===== config.mk =====
export PLATFORM = sky130hd
export DESIGN_NAME = rsr_fifo
export DESIGN_NICKNAME = d
export VERILOG_FILES = /design/src/rsr_pkg.sv /design/src/rsr_fifo.sv
export SDC_FILE = /design/constraint.sdc
export NUM_CORES = 1
export LEC_CHECK = 0
export BUFFER_PORTS_ARGS = -buffer_cell sky130_fd_sc_hd__buf_4
export CORE_MARGIN = 2
export CORE_UTILIZATION = 51
export DETAILED_ROUTE_END_ITERATION = 7
export GPL_TIMING_DRIVEN = 0
export PLACE_DENSITY_LB_ADDON = 0.12
export SLEW_MARGIN = 20
export SYNTH_ARGS = -nofsm -noshare
export SYNTH_HDL_FRONTEND = slang
export SYNTH_SLANG_ARGS = --single-unit

===== constraint.sdc =====
create_clock -name clk -period 1.8 [get_ports clk]
set_input_delay 0.18 -clock clk [delete_from_list [all_inputs] [get_ports clk]]
set_output_delay 0.18 -clock clk [all_outputs]
set_load 0.1 [all_outputs]

===== src/rsr_pkg.sv =====
// Shared types and constants of the reverse slice repeater.
package rsr_pkg;

    // Sample and gain widths (Q1.15 samples, unsigned Q1.15 gains).
    localparam int SAMPLE_W = 16;
    localparam int GAIN_W = 16;
    localparam logic [GAIN_W-1:0] UNITY_GAIN = 16'h8000;

    // Configuration port.
    localparam int CFG_INDEX_W = 2;
    localparam int CFG_DATA_W = 16;
    localparam logic [CFG_INDEX_W-1:0] REG_SLICE_LENGTH = 2'd0;
    localparam logic [CFG_INDEX_W-1:0] REG_REPEAT_LIMIT = 2'd1;
    localparam logic [15:0] SLICE_LENGTH_RESET = 16'd2205;
    localparam logic [2:0] REPEAT_LIMIT_RESET = 3'd5;

    // Fixed-point constants for the raised-cosine fade-in table.
    localparam logic [63:0] ONE_Q30 = 64'h0000_0000_4000_0000;
    localparam logic [63:0] PI_HALF_Q30 = 64'd1686629713;

    // Queue between the front and the back.
    localparam int Q_DEPTH = 4;
    localparam int Q_PTR_W = 2;
    localparam int Q_LEVEL_W = 3;

    // Where the sample for the gain stage comes from.
    typedef enum logic [1:0]
    {
        SRC_INPUT,
        SRC_RAM,
        SRC_ZERO
    } src_t;

    typedef struct packed
    {
        logic [15:0] slice_length;
        logic [2:0] repeat_limit;
    } cfg_t;

    typedef struct packed
    {
        logic signed [SAMPLE_W-1:0] value;
        logic [GAIN_W-1:0] gain;
    } q_entry_t;

endpackage


===== src/rsr_fifo.sv =====
// Short queue between the front and the back.
module rsr_fifo
    import rsr_pkg::*;
(
    input  logic                 clk,
    input  logic                 rst_n,
    input  logic                 push,
    input  q_entry_t             push_entry,
    input  logic                 pop,
    output logic [Q_LEVEL_W-1:0] level,
    output logic                 head_valid,
    output q_entry_t             head_entry
);

    q_entry_t store_reg [Q_DEPTH];
    logic [Q_PTR_W-1:0] wr_ptr_reg;
    logic [Q_PTR_W-1:0] rd_ptr_reg;
    logic [Q_LEVEL_W-1:0] level_reg;
    logic [Q_LEVEL_W-1:0] level_next;

    // Fill level follows push and pop.
    always_comb
    begin
        case ({push, pop})
            2'b10:   level_next = level_reg + 1'b1;
            2'b01:   level_next = level_reg - 1'b1;
            default: level_next = level_reg;
        endcase
    end

    always_ff @(posedge clk or negedge rst_n)
    begin
        if (!rst_n)
        begin
            wr_ptr_reg <= '0;
            rd_ptr_reg <= '0;
            level_reg <= '0;
        end
        else
        begin
            if (push)
            begin
                wr_ptr_reg <= wr_ptr_reg + 1'b1;
            end
            if (pop)
            begin
                rd_ptr_reg <= rd_ptr_reg + 1'b1;
            end
            level_reg <= level_next;
        end
    end

    // Entry storage.
    always_ff @(posedge clk)
    begin
        if (push)
        begin
            store_reg[wr_ptr_reg] <= push_entry;
        end
    end

    assign level = level_reg;
    assign head_valid = level_reg != '0;
    assign head_entry = store_reg[rd_ptr_reg];

    // The front's admission must never overfill the queue.
    a_no_overflow: assert property (@(posedge clk) disable iff (!rst_n)
        push |-> ((level_reg < Q_LEVEL_W'(Q_DEPTH)) || pop))
        else $error("queue overflow");

    // The back only takes entries that are there.
    a_no_underflow: assert property (@(posedge clk) disable iff (!rst_n)
        pop |-> (level_reg != '0))
        else $error("queue underflow");

endmodule


==> impl_results.md <==
* CP Data Required Time at 1.62 ns
* Setup ws final at -0.284 ns
* Placed instance area at 5860 um2
* Outcome: finished with violations
* Post-detailed-route count of antenna-violating nets at 0
* Violated checks: negative setup slack
* Critical path launch point type: register
* Number of flip-flops under the largest register name at 128
* HP Class: in2reg
* Post-synth top cells: edfxtp_1, mux4_2, dfrtp_1
* Delay-heaviest family, CP: multiplexers
* Reg-to-Reg End: store_reg[0][4]$_DFFE_PP_
* Final setup fails at 32
* Crit end category: primary output
* Full die area at 10700 um2
* CTS tree: built
* Worst-path cell chain: buf_6, buf_12, mux4_2, buf_6
* Initial antenna violation count at 0
* Post-synthesis sequential area ratio at 0.794
* Setup TNS at -7.90 ns
* EDFF count, synth at 128
* Sink Count at 135
* Yosys top cell area share at 0.760
* MaxCap Viol Count at 0
* Final Hold Fails at 0
* Site row count at 36
* Syn_nets at 245
* Most frequent cell after synthesis: edfxtp_1
* Cell count after synthesis at 203
* CP Max Fanout at 10
* Io pins at 72
* Pre-CTS WS at 0.102 ns
* Post-DR vias/cell at 5.01
* Antenna fix cells at 0
* WP buf/inv at 3
* Design Area, Final at 7000 um2
* Clk_skew at 0.00650 ns
* Rel. slew slack at 0.716
* Initial DRT Pass Iterations at 4
* Global route total overflow at 0
* FF+latch count, synth at 135
* Number of port buffers at 71
* HPWL Detailed at 5160 um
* Final Cycle Share at 1.16
* Crit path top cell by count: buf_6
* Area leader, netlist: edfxtp_1
* Largest net degree at the start of global routing at 22
* Worst skew pair latency at 0.49 ns
* Chip Width at 104 um
* Max stage delay on crit path at 0.54 ns
* Global-route wire length before repair at 14000 um
* Worst-Margin Slew at 0.426 ns
* Vias in the first global route at 2594
* Post-synth design cell area at 5060 um2
* 1st-iter DRT viols at 83
* CTS H-tree depth at 4
* CTS buffer count at 17
* Worst R2R Path Depth at 4
* Top cells by area, synth: edfxtp_1, mux4_2, dfrtp_1
* Final worst path period need at 2.08 ns
* GRT Total Usage at 0.177
* Hold path cells at 2
* WL final at 8740 um
* Filler cell count at 590
* Min-Delay Endpoint: store_reg[3][20]$_DFFE_PP_
* Crit path kind: reg2out
* Hold_sp: push_entry[20]
* Primary FF master, synth: edfxtp_1
* CTS clk-pin slew, worst paths at 0.06 ns
* F_max at 480 MHz
* Share of flip-flops with an asynchronous set or reset at 0.0519
* Reg2reg start: wr_ptr_reg[0]$_DFFE_PN0P_
* Wire per inst at 18.1 um
* Final routed DRC violation total at 0
* Layout-stage area growth over the synthesis result at 38.3%
* Syn Area/Cell at 24.9 um2
* Yosys cell types at 19
* Arrival time at the worst endpoint at 1.90 ns
* Vias at 2413
* Nets at 379
* Final Slew Violations at 0
* Max Buffers Root-to-Sink at 2
* Synthesis Warnings at 0
* Layout cell share with drive strength beyond 1 at 0.436
* Core footprint at 9680 um2
* RSZ-0062 raised after global routing: yes
* Starting Density at 0.522
* Reg2reg setup slack at 0.19 ns
* Slowest CP cell: mux4_2
* Die Ht at 104 um
* Gpl congestion at 0.641
* CTS Root Cell: clkbuf_8
[how the worst max path moves through the flow]
stage                                    startpoint                          to  slack [ns]  cells past startpoint
after floorplan           wr_ptr_reg[0]$_DFFE_PN0P_   store_reg[2][0]$_DFFE_PP_       0.003                      3
after global routing      rd_ptr_reg[0]$_DFFE_PN0P_              head_entry[22]       -0.39                      4
final                     rd_ptr_reg[0]$_DFFE_PN0P_              head_entry[22]       -0.28                      4
after global placement    wr_ptr_reg[0]$_DFFE_PN0P_  store_reg[2][21]$_DFFE_PP_       -0.66                      3
after CTS                 rd_ptr_reg[0]$_DFFE_PN0P_              head_entry[22]       -0.32                      4
after detailed placement  rd_ptr_reg[1]$_DFFE_PN0P_              head_entry[28]        0.10                      4
[cell type report]
cell class,count,area (um2),share of cell area
clock buffer,20,425,0.0608
clock inverter,11,156,0.0224
timing repair buffer,116,1180,0.169
buffer,7,97.6,0.0140
tap,133,166,0.0238
multi-input combinational,54,923,0.132
sequential,135,4020,0.575
inverter,6,22.5,0.00322
[cell usage in the layout (no fill, tap or decap)]
cell / netlist / layout
bufinv_16: 0 / 4
fa_1: 1 / 1
buf_16: 0 / 1
xnor2_1: 2 / 2
buf_8: 0 / 3
o21ai_0: 1 / 1
clkinv_1: 0 / 1
clkbuf_8: 0 / 1
buf_6: 1 / 29
dfrtp_2: 0 / 2
clkbuf_1: 1 / 3
dfrtp_1: 7 / 5
mux2i_1: 1 / 1
clkbuf_16: 0 / 16
edfxtp_1: 128 / 128
clkinvlp_4: 0 / 1
dlygate4sd3_1: 0 / 37
inv_1: 6 / 6
buf_4: 0 / 44
nor2_1: 1 / 1
nand2_1: 2 / 2
mux4_2: 28 / 32
xor2_1: 4 / 4
and2_2: 0 / 4
ha_1: 5 / 5
buf_12: 3 / 9
or3_4: 0 / 1
clkinv_2: 0 / 5
[per-stage QoR]
| step | cells | hold WS [ns] | utilization |
|---|---|---|---|
| after global routing | 482 | 0.395 | 0.722 |
| after detailed placement | 411 | 0.00112 | 0.605 |
| after CTS | 482 | 0.395 | 0.722 |
| final | 482 | 0.425 | 0.722 |
| after global placement | 407 | -0.00214 | 0.595 |
| after floorplan | 203 | -0.116 | - |
[routing by layer]
layer / global-route usage / part of all wire
met1: 0.225 / 0.42
met2: 0.289 / 0.52
met3: 0.0604 / 0.046
met4: 0.0656 / 0.0088
met5: 0 / 0
[cells by family after synthesis]
group           after synthesis  synth area share
buf+inv                      14            0.0223
compound gates                1          0.000988
fa+ha+maj                     6            0.0163
xor+xnor                      6            0.0104
flops                       135             0.794
simple gates                  8           0.00841
mux                          33             0.147
[timing repair]
action | in CTS | in global routing
gates cloned | 0 | 0
setup buffers | 4 | 0
endpoints found under the hold margin | 139 | 0
endpoints found under the setup margin | 33 | 32
resized for setup | 50 | 1
hold buffers | 37 | 0
Power is left out: the tool's default activity adds up to more than one toggle a clock period on the data nets, which glitch-free logic cannot reach.
