===== config.mk =====
export PLATFORM = sky130hd
export DESIGN_NAME = rsr_back_flat
export DESIGN_NICKNAME = d
export VERILOG_FILES = /design/src/rsr_pkg.sv /design/src/rsr_out_if.sv /design/src/rsr_back.sv /design/src/flat_wrapper.sv
export SDC_FILE = /design/constraint.sdc
export NUM_CORES = 1
export LEC_CHECK = 0
export BUFFER_PORTS_ARGS = -buffer_cell sky130_fd_sc_hd__buf_4
export CORE_UTILIZATION = 59
export CTS_CLUSTER_DIAMETER = 60
export DETAILED_ROUTE_END_ITERATION = 10
export PLACE_DENSITY = 0.81
export SLEW_MARGIN = 30
export SYNTH_ARGS = -nofsm -noshare
export SYNTH_HDL_FRONTEND = slang
export SYNTH_SLANG_ARGS = --single-unit
export TNS_END_PERCENT = 1

===== constraint.sdc =====
create_clock -name clk -period 1.26 [get_ports clk]
set_input_delay 0.252 -clock clk [delete_from_list [all_inputs] [get_ports clk]]
set_output_delay 0.252 -clock clk [all_outputs]
set_load 0.05 [all_outputs]

===== src/rsr_pkg.sv =====
// Shared types and constants of the reverse slice repeater.
package rsr_pkg;

    // Sample and gain widths (Q1.15 samples, unsigned Q1.15 gains).
    localparam int SAMPLE_W = 16;
    localparam int GAIN_W = 16;
    localparam logic [GAIN_W-1:0] UNITY_GAIN = 16'h8000;

    // Configuration port.
    localparam int CFG_INDEX_W = 2;
    localparam int CFG_DATA_W = 16;
    localparam logic [CFG_INDEX_W-1:0] REG_SLICE_LENGTH = 2'd0;
    localparam logic [CFG_INDEX_W-1:0] REG_REPEAT_LIMIT = 2'd1;
    localparam logic [15:0] SLICE_LENGTH_RESET = 16'd2205;
    localparam logic [2:0] REPEAT_LIMIT_RESET = 3'd5;

    // Fixed-point constants for the raised-cosine fade-in table.
    localparam logic [63:0] ONE_Q30 = 64'h0000_0000_4000_0000;
    localparam logic [63:0] PI_HALF_Q30 = 64'd1686629713;

    // Queue between the front and the back.
    localparam int Q_DEPTH = 4;
    localparam int Q_PTR_W = 2;
    localparam int Q_LEVEL_W = 3;

    // Where the sample for the gain stage comes from.
    typedef enum logic [1:0]
    {
        SRC_INPUT,
        SRC_RAM,
        SRC_ZERO
    } src_t;

    typedef struct packed
    {
        logic [15:0] slice_length;
        logic [2:0] repeat_limit;
    } cfg_t;

    typedef struct packed
    {
        logic signed [SAMPLE_W-1:0] value;
        logic [GAIN_W-1:0] gain;
    } q_entry_t;

endpackage


===== src/rsr_out_if.sv =====
// Output stream interface: one processed sample per transfer.
interface rsr_out_if;
    logic valid;
    logic ready;
    logic signed [15:0] sample_out;

    modport source (output valid, output sample_out, input ready);
    modport sink (input valid, input sample_out, output ready);
endinterface


===== src/rsr_back.sv =====
// Back part: applies the gain, rounds and saturates, and holds the result for transfer.
module rsr_back
    import rsr_pkg::*;
(
    input  logic     clk,
    input  logic     rst_n,
    input  logic     head_valid,
    input  q_entry_t head_entry,
    output logic     pop,
    rsr_out_if.source results
);

    logic                       out_vld_reg;
    logic signed [SAMPLE_W-1:0] out_data_reg;
    logic signed [SAMPLE_W-1:0] out_data_next;
    logic signed [32:0]         prod;
    logic signed [32:0]         rounded;
    logic signed [17:0]         scaled;

    assign pop = head_valid && (!out_vld_reg || results.ready);

    // Gain product, rounded to nearest and saturated to Q1.15.
    always_comb
    begin
        prod = head_entry.value * $signed({1'b0, head_entry.gain});
        rounded = prod + 33'sd16384;
        scaled = rounded[32:15];
        if (scaled > 18'sd32767)
        begin
            out_data_next = 16'sh7FFF;
        end
        else if (scaled < -18'sd32768)
        begin
            out_data_next = -16'sh8000;
        end
        else
        begin
            out_data_next = scaled[15:0];
        end
    end

    // Output register.
    always_ff @(posedge clk or negedge rst_n)
    begin
        if (!rst_n)
        begin
            out_vld_reg <= 1'b0;
        end
        else if (pop)
        begin
            out_vld_reg <= 1'b1;
        end
        else if (results.ready)
        begin
            out_vld_reg <= 1'b0;
        end
    end

    always_ff @(posedge clk)
    begin
        if (pop)
        begin
            out_data_reg <= out_data_next;
        end
    end

    assign results.valid = out_vld_reg;
    assign results.sample_out = out_data_reg;

endmodule

===== src/flat_wrapper.sv =====
// flat-port wrapper written by rule: the top's interface ports become plain ports
module rsr_back_flat import rsr_pkg::*;
  (clk, rst_n, head_valid, head_entry, pop, results_valid, results_sample_out, results_ready);
  rsr_out_if results_i ();
  input  logic clk;
  input  logic rst_n;
  input  logic head_valid;
  input  q_entry_t head_entry;
  output logic pop;
  output wire logic [$bits(results_i.valid)-1:0] results_valid;
  output wire logic [$bits(results_i.sample_out)-1:0] results_sample_out;
  input wire logic [$bits(results_i.ready)-1:0] results_ready;
  assign results_valid = results_i.valid;
  assign results_sample_out = results_i.sample_out;
  assign results_i.ready = results_ready;
  rsr_back u_core (.clk(clk), .rst_n(rst_n), .head_valid(head_valid), .head_entry(head_entry), .pop(pop), .results(results_i));
endmodule

==> results of run 1 <==
==> worst register-to-register path: stages (launching register included) <==
cell and delay [ns]:
sky130_fd_sc_hd__dfrtp_1 0.37, sky130_fd_sc_hd__nand2b_1 0.11, sky130_fd_sc_hd__and2_4 0.16, sky130_fd_sc_hd__buf_4 0.23
==> layout make-up <==
cell class	count	area (um^2)
timing repair buffer	212	1750
multi-input combinational	709	7860
clock buffer	4	78.8
inverter	244	916
fill	971	3800
tap	188	235
sequential	17	505
==> synthesized netlist by cell type, types with 7 or more instances <==
cell / number / share of area (%)
sky130_fd_sc_hd__nand4_1: 7 / 0.48
sky130_fd_sc_hd__inv_1: 243 / 10
sky130_fd_sc_hd__clkbuf_1: 33 / 1.4
sky130_fd_sc_hd__a21oi_1: 18 / 0.98
sky130_fd_sc_hd__o21ai_0: 13 / 0.71
sky130_fd_sc_hd__xnor2_1: 11 / 1.1
sky130_fd_sc_hd__o21ai_2: 12 / 1.1
sky130_fd_sc_hd__nand2b_1: 10 / 0.68
sky130_fd_sc_hd__nor2_1: 16 / 0.66
sky130_fd_sc_hd__fa_1: 194 / 42
sky130_fd_sc_hd__edfxtp_1: 16 / 5.2
sky130_fd_sc_hd__xor2_1: 8 / 0.77
sky130_fd_sc_hd__ha_1: 117 / 16
sky130_fd_sc_hd__a21o_1: 8 / 0.66
sky130_fd_sc_hd__nand2_1: 142 / 5.8
sky130_fd_sc_hd__and2_1: 110 / 7.5
==> per-layer routing <==
metal	vias up	global-route usage, %	share of wire [%]
met5	-	0	0
met4	0	14.3	5.1
met2	259	58.4	53
li1	3370	-	-
met3	82	2.66	4.3
met1	3749	34.9	38
==> registers in the layout, summed over array words and instances (netlist names) <==
signal and flops:
u_core.results.sample_out 16, u_core.results.valid 1
==> per-stage QoR <==
stage          setup WS (ns)  TNS (ns)  hold WS (ns)  cells
6_report               -4.69    -74.08         0.216   1374
3_3_place_gp           -4.98    -78.90        0.0273   1361
4_1_cts                -4.70    -73.82         0.218   1370
5_1_grt                -4.90    -77.32         0.240   1374
3_5_place_dp           -5.08    -80.36        0.0284   1361
2_1_floorplan          -4.48    -81.27       -0.0436   1005
==> kinds of logic after synthesis <==
| family | Yosys count |
|---|---|
| adders and majority gates | 311 |
| and+or+nand+nor | 305 |
| xor gates and xnor gates | 19 |
| DFF | 17 |
| buffers and inverters | 279 |
| AOI/OAI and AO/OA | 74 |
==> repair_timing <==
action | 4_1_cts | 5_1_grt
hold buffers | 1 | 0
resized for setup | 27 | 30
setup endpoints to repair | 17 | 17
pin swaps | 24 | 35
setup buffers | 4 | 4
endpoints found under the hold margin | 1 | 0
==> path summary, 6_finish.rpt <==
kind | from | end | slack (ns) | depth (start not counted)
setup / recovery | head_entry[7] | u_core.results.sample_out[7] | -4.69 | 25
hold / removal | head_valid | u_core.results.valid | 0.22 | 2
setup reg to reg | u_core.results.valid | u_core.results.sample_out[11] | 0.07 | 3
hold reg to reg | u_core.results.valid | u_core.results.valid | 0.55 | 2
max in group asynchronous | rst_n | u_core.results.valid | 0.86 | 2
min in group asynchronous | rst_n | u_core.results.valid | 0.32 | 2
==> flow_summary.json, run 1 <==
{
  "final_period_minus_worst_setup_slack_ns": 5.95,
  "synth_simple_gate_area_share_pct": 16.7,
  "critical_path.n_buffers_inverters": 8,
  "drt-pass1-iter-count": 5,
  "timing.max_cap.violations": 0,
  "vias_per_cell": 5.43,
  "final_antenna_net_count": 0,
  "hold_violations": 0,
  "start_util_pct": 60.5,
  "fin_area_um2": 11300,
  "postLayoutSetupSlackWorst_ns": -4.69,
  "clk_latency_ns": 0.25,
  "grt_use_total_pct": 30.7,
  "adder_cell_fraction_of_synth_area_pct": 58.4,
  "synthCells": 1005,
  "io-pin-count": 54,
  "clk_root_buffer_cell": "sky130_fd_sc_hd__clkbuf_16",
  "period_share_pct": 472,
  "clockBufferDepth": 2,
  "synthDistinctLibCells": 44,
  "ys.warnings.count": 0,
  "gp_routability_congestion": 0.931,
  "kind_of_start_point_of_the_critical_path": "input pin",
  "max_slew_margin_pct": 64.6,
  "routed_wl_mm": 23.0,
  "cts.reportedPaths.clkPinSlew_ns": 0.05,
  "synthFlopType": "sky130_fd_sc_hd__edfxtp_1",
  "failed_checks": "negative setup slack",
  "synth-seq-area-share_pct": 5.52,
  "route.detailed.wl_per_inst_um": 16.8,
  "chipWidth_um": 127,
  "share_of_synthesized_area_spent_on_multiplexers_pct": 0,
  "crit_path_frequent_cell": "sky130_fd_sc_hd__fa_1",
  "postSynthAreaPerCell_um2": 9.11,
  "layout_common_cells": "sky130_fd_sc_hd__inv_1, sky130_fd_sc_hd__fa_1, sky130_fd_sc_hd__buf_4, sky130_fd_sc_hd__nand2_1, sky130_fd_sc_hd__ha_1",
  "worst_pin_slew_ns": 0.529,
  "post_route_cells_drive_above_1_share_pct": 24.7,
  "synth.ff_latch_count": 17,
  "final_report_max_slew_violation_count": 0,
  "area_growth_pct": 23.9,
  "run_status": "finished with violations",
  "h-tree-depth": 1,
  "row_count": 45,
  "dp.final_hpwl_mm": 19.7,
  "timing.critical_path.fanout_max": 8,
  "cp.arrival_ns": 5.94,
  "placement.io_buffers": 53,
  "total_core_area_um2": 15100,
  "grt_antenna_before_repair": 0,
  "via_count_of_the_first_global_routing_pass": 8332,
  "critPathCaptureType": "flip-flop",
  "share_of_the_synthesized_area_in_compound_gates_ao_oa_aoi_oai_pct": 5.94,
  "drt-initial-drc-count": 418,
  "syn-cell-area_um2": 9160,
  "placement.cell_area_um2": 11000,
  "class_of_the_tightest_hold_or_removal_check": "in -> reg",
  "cp_top_family": "adder cells",
  "global_route.overflow_total": 0,
  "synth_edf_count": 16,
  "die_h_um": 127,
  "final_core_utilization_pct": 74.9,
  "cts_num_sinks": 17,
  "cts-buffers-inserted": 3,
  "cts_tree": "built",
  "die-area_um2": 16000,
  "pin_count_of_the_biggest_net_entering_global_routing": 17,
  "postSynthNetCount": 1352,
  "highest_clock_frequency_the_design_can_meet_mhz": 168,
  "synthXorXnorAreaFrac_pct": 1.82,
  "maximum_cell_stage_delay_along_the_critical_path_ns": 0.55,
  "worstSetupPathType": "in -> reg",
  "finish.net_count": 1534,
  "insertedDiodeCount": 0,
  "worst_path_max_delay_cell": "sky130_fd_sc_hd__fa_1",
  "cp_data_required_time_ns": 1.26,
  "num_vias": 7460,
  "postSynth.asyncResetShare_pct": 5.88,
  "setup_violations": 17,
  "layout_commonest_cell": "sky130_fd_sc_hd__inv_1",
  "wire_length_of_the_first_global_routing_pass_mm": 38.5,
  "largest_clock_skew_in_the_final_design_ns": 0.00185,
  "drc_violations": 0,
  "grt_setup_unrepaired": "true",
  "synth_top_family_by_area": "adder cells"
}
Power of run 1 is left out: the tool's default activity adds up to more than one toggle a clock period on the data nets, which glitch-free logic cannot reach.
==> run 2, diff against run 1 <==
--- a/config.mk
+++ b/config.mk
@@ -6,10 +6,10 @@
 export NUM_CORES = 1
 export LEC_CHECK = 0
 export BUFFER_PORTS_ARGS = -buffer_cell sky130_fd_sc_hd__buf_4
-export CORE_UTILIZATION = 59
+export CORE_UTILIZATION = 55
 export CTS_CLUSTER_DIAMETER = 60
 export DETAILED_ROUTE_END_ITERATION = 10
-export PLACE_DENSITY = 0.81
+export PLACE_DENSITY = 0.76
 export SLEW_MARGIN = 30
 export SYNTH_ARGS = -nofsm -noshare
 export SYNTH_HDL_FRONTEND = slang
==> run 2 against run 1 <==
The flow still finishes with violations (negative setup slack). Setup slack gained 0.084 ns. Core utilization fell by 4.5 points. Final area fell by 0.39%. Count of clock-buffer cells in the layout unchanged. Fmax is 1.4% higher. Clock skew increased by 0.0013 ns. Register-to-register slack improved by 0.03 ns. Die area up 7.2%. Sequential share of layout area is essentially flat. Worst hold slack lost 0.010 ns. First-iteration DRC count is 22% lower. Critical path depth down 2. Critical endpoint is now u_core.results.sample_out[9]. Largest cell class unchanged.
==> flow_summary.json, run 2 (synthesis results as in run 1) <==
{
  "insertedDiodeCount": 0,
  "run_status": "finished with violations",
  "die_h_um": 131,
  "class_of_the_tightest_hold_or_removal_check": "in -> reg",
  "top_layer": "met4",
  "row_count": 46,
  "chipWidth_um": 131,
  "cts_num_sinks": 17,
  "critPathCaptureType": "flip-flop",
  "timing.critical_path.fanout_max": 9,
  "cp_data_required_time_ns": 1.25,
  "route.detailed.wl_per_inst_um": 16.2,
  "worst_pin_slew_ns": 0.421,
  "io-pin-count": 54,
  "grt_antenna_before_repair": 0,
  "highest_clock_frequency_the_design_can_meet_mhz": 171,
  "postLayoutSetupSlackWorst_ns": -4.60,
  "clockBufferDepth": 2,
  "met3_length_um": 906,
  "layout_common_cells": "sky130_fd_sc_hd__inv_1, sky130_fd_sc_hd__fa_1, sky130_fd_sc_hd__buf_4, sky130_fd_sc_hd__nand2_1, sky130_fd_sc_hd__ha_1",
  "die-area_um2": 17200,
  "wire_length_of_the_first_global_routing_pass_mm": 38.1,
  "drt-pass1-iter-count": 5,
  "grt_setup_unrepaired": "true",
  "clk_latency_ns": 0.25,
  "drt-initial-drc-count": 328,
  "fin_area_um2": 11300,
  "area_taken_by_multi_input_logic_gates_um2": 7850,
  "layout_commonest_cell": "sky130_fd_sc_hd__inv_1",
  "routedLengthMet1_mm": 8.48,
  "kind_of_start_point_of_the_critical_path": "input pin",
  "period_share_pct": 465,
  "final_antenna_net_count": 0,
  "timing.max_cap.violations": 0,
  "total_core_area_um2": 16100,
  "cts.reportedPaths.clkPinSlew_ns": 0.05,
  "largest_reg_flops": 16,
  "final_period_minus_worst_setup_slack_ns": 5.86,
  "cts_tree": "built",
  "via_count_of_the_first_global_routing_pass": 8257,
  "global_route.overflow_total": 0,
  "num_vias": 7338,
  "final_report_max_slew_violation_count": 0,
  "failed_checks": "negative setup slack",
  "clk_root_buffer_cell": "sky130_fd_sc_hd__clkbuf_16",
  "vias_per_cell": 5.26,
  "area_growth_pct": 23.4,
  "h-tree-depth": 1,
  "cp.arrival_ns": 5.86,
  "route.met2.wl_mm": 12.4,
  "grt_use_total_pct": 29.2,
  "worstSetupPathType": "in -> reg",
  "finish.net_count": 1527,
  "hold_violations": 0,
  "gp_routability_congestion": 0.879,
  "pin_count_of_the_biggest_net_entering_global_routing": 17,
  "largest_clock_skew_in_the_final_design_ns": 0.00315,
  "setup_violations": 17,
  "dp.final_hpwl_mm": 19.7,
  "regArea_um2": 505,
  "placement.cell_area_um2": 11000,
  "cts-buffers-inserted": 3,
  "fillerInstances": 1198,
  "placement.io_buffers": 53,
  "routed_wl_mm": 22.5,
  "post_route_cells_drive_above_1_share_pct": 23.3,
  "max_slew_margin_pct": 71.8,
  "drc_violations": 0,
  "start_util_pct": 57.0
}
-- run 2: changes by cell type in the layout (fill, tap and decap cells not counted), moves of 2 or more --
| cell | previous run | this run |
|---|---|---|
| sky130_fd_sc_hd__o21ai_1 | 2 | 7 |
| sky130_fd_sc_hd__buf_6 | 15 | 13 |
| sky130_fd_sc_hd__nand2_1 | 138 | 140 |
| sky130_fd_sc_hd__buf_8 | 6 | 2 |
| sky130_fd_sc_hd__buf_4 | 186 | 183 |
| sky130_fd_sc_hd__buf_12 | 4 | 6 |
| sky130_fd_sc_hd__inv_1 | 233 | 241 |
| sky130_fd_sc_hd__nand2_2 | 3 | 1 |
| sky130_fd_sc_hd__o21ai_0 | 11 | 6 |
| sky130_fd_sc_hd__and2_1 | 98 | 100 |
| sky130_fd_sc_hd__and2_4 | 12 | 10 |
| sky130_fd_sc_hd__inv_2 | 11 | 3 |
-- run 2: path summary, 6_finish.rpt --
check | from | to | slack, ns | cells past startpoint
worst max register to register | u_core.results.valid | u_core.results.sample_out[7] | 0.10 | 3
worst min register to register | u_core.results.valid | u_core.results.valid | 0.57 | 2
min in group asynchronous | rst_n | u_core.results.valid | 0.31 | 2
worst min-delay path | head_valid | u_core.results.valid | 0.21 | 2
max in group asynchronous | rst_n | u_core.results.valid | 0.87 | 2
worst max-delay path | head_entry[12] | u_core.results.sample_out[9] | -4.60 | 23
-- run 2: cell type report --
cell class,count,area share (%)
Clock buffer,4,0.698
Inverter,244,8.11
Multi-Input combinational cell,709,69.5
Sequential cell,17,4.47
Tap cell,216,2.39
Timing Repair Buffer,205,14.9
-- run 2: routing by layer --
layer,GRT usage [%],vias up
met1,33.2,3721
met3,2.73,57
met2,57.7,204
li1,-,3356
met5,0,-
met4,7.84,0
-- run 2: what timing repair did --
| item | 4_1_cts | 5_1_grt |
|---|---|---|
| pin swaps | 23 | 16 |
| cloned | 0 | 0 |
| hold buffers | 1 | 0 |
| setup buffers | 5 | 1 |
| setup endpoints to repair | 17 | 33 |
| resized for setup | 38 | 7 |
| hold endpoints to repair | 1 | 0 |
-- run 2: per-stage QoR --
stage | std cells | setup WS, ns | hold WS [ns] | util (%) | setup TNS, ns
after global routing | 1395 | -4.76 | 0.213 | 70.4 | -75.52
after detailed placement | 1384 | -5.07 | 0.0280 | 68.4 | -80.03
after global placement | 1384 | -4.98 | 0.0281 | 68.4 | -79.03
final | 1395 | -4.60 | 0.206 | 70.4 | -72.88
after CTS | 1394 | -4.65 | 0.203 | 70.1 | -73.64
after floorplan | 1005 | -4.48 | -0.0436 | - | -81.27
-- run 2: worst max-delay path: stages --
cell,delay (ns)
sky130_fd_sc_hd__buf_4,0.16
sky130_fd_sc_hd__and2_1,0.19
sky130_fd_sc_hd__fa_1,0.54
sky130_fd_sc_hd__inv_1,0.06
sky130_fd_sc_hd__fa_1,0.48
sky130_fd_sc_hd__fa_1,0.50
sky130_fd_sc_hd__inv_1,0.06
sky130_fd_sc_hd__fa_1,0.44
sky130_fd_sc_hd__fa_1,0.55
sky130_fd_sc_hd__inv_1,0.07
sky130_fd_sc_hd__fa_1,0.48
sky130_fd_sc_hd__inv_1,0.06
sky130_fd_sc_hd__ha_4,0.23
sky130_fd_sc_hd__a21o_1,0.15
sky130_fd_sc_hd__a21oi_1,0.19
sky130_fd_sc_hd__a21o_1,0.22
sky130_fd_sc_hd__nand3_2,0.13
sky130_fd_sc_hd__o21ai_4,0.20
sky130_fd_sc_hd__nor4b_2,0.07
sky130_fd_sc_hd__a311o_2,0.38
sky130_fd_sc_hd__o21ai_4,0.19
sky130_fd_sc_hd__buf_6,0.18
sky130_fd_sc_hd__o21ai_2,0.06
Power of run 2 is left out for the same reason.
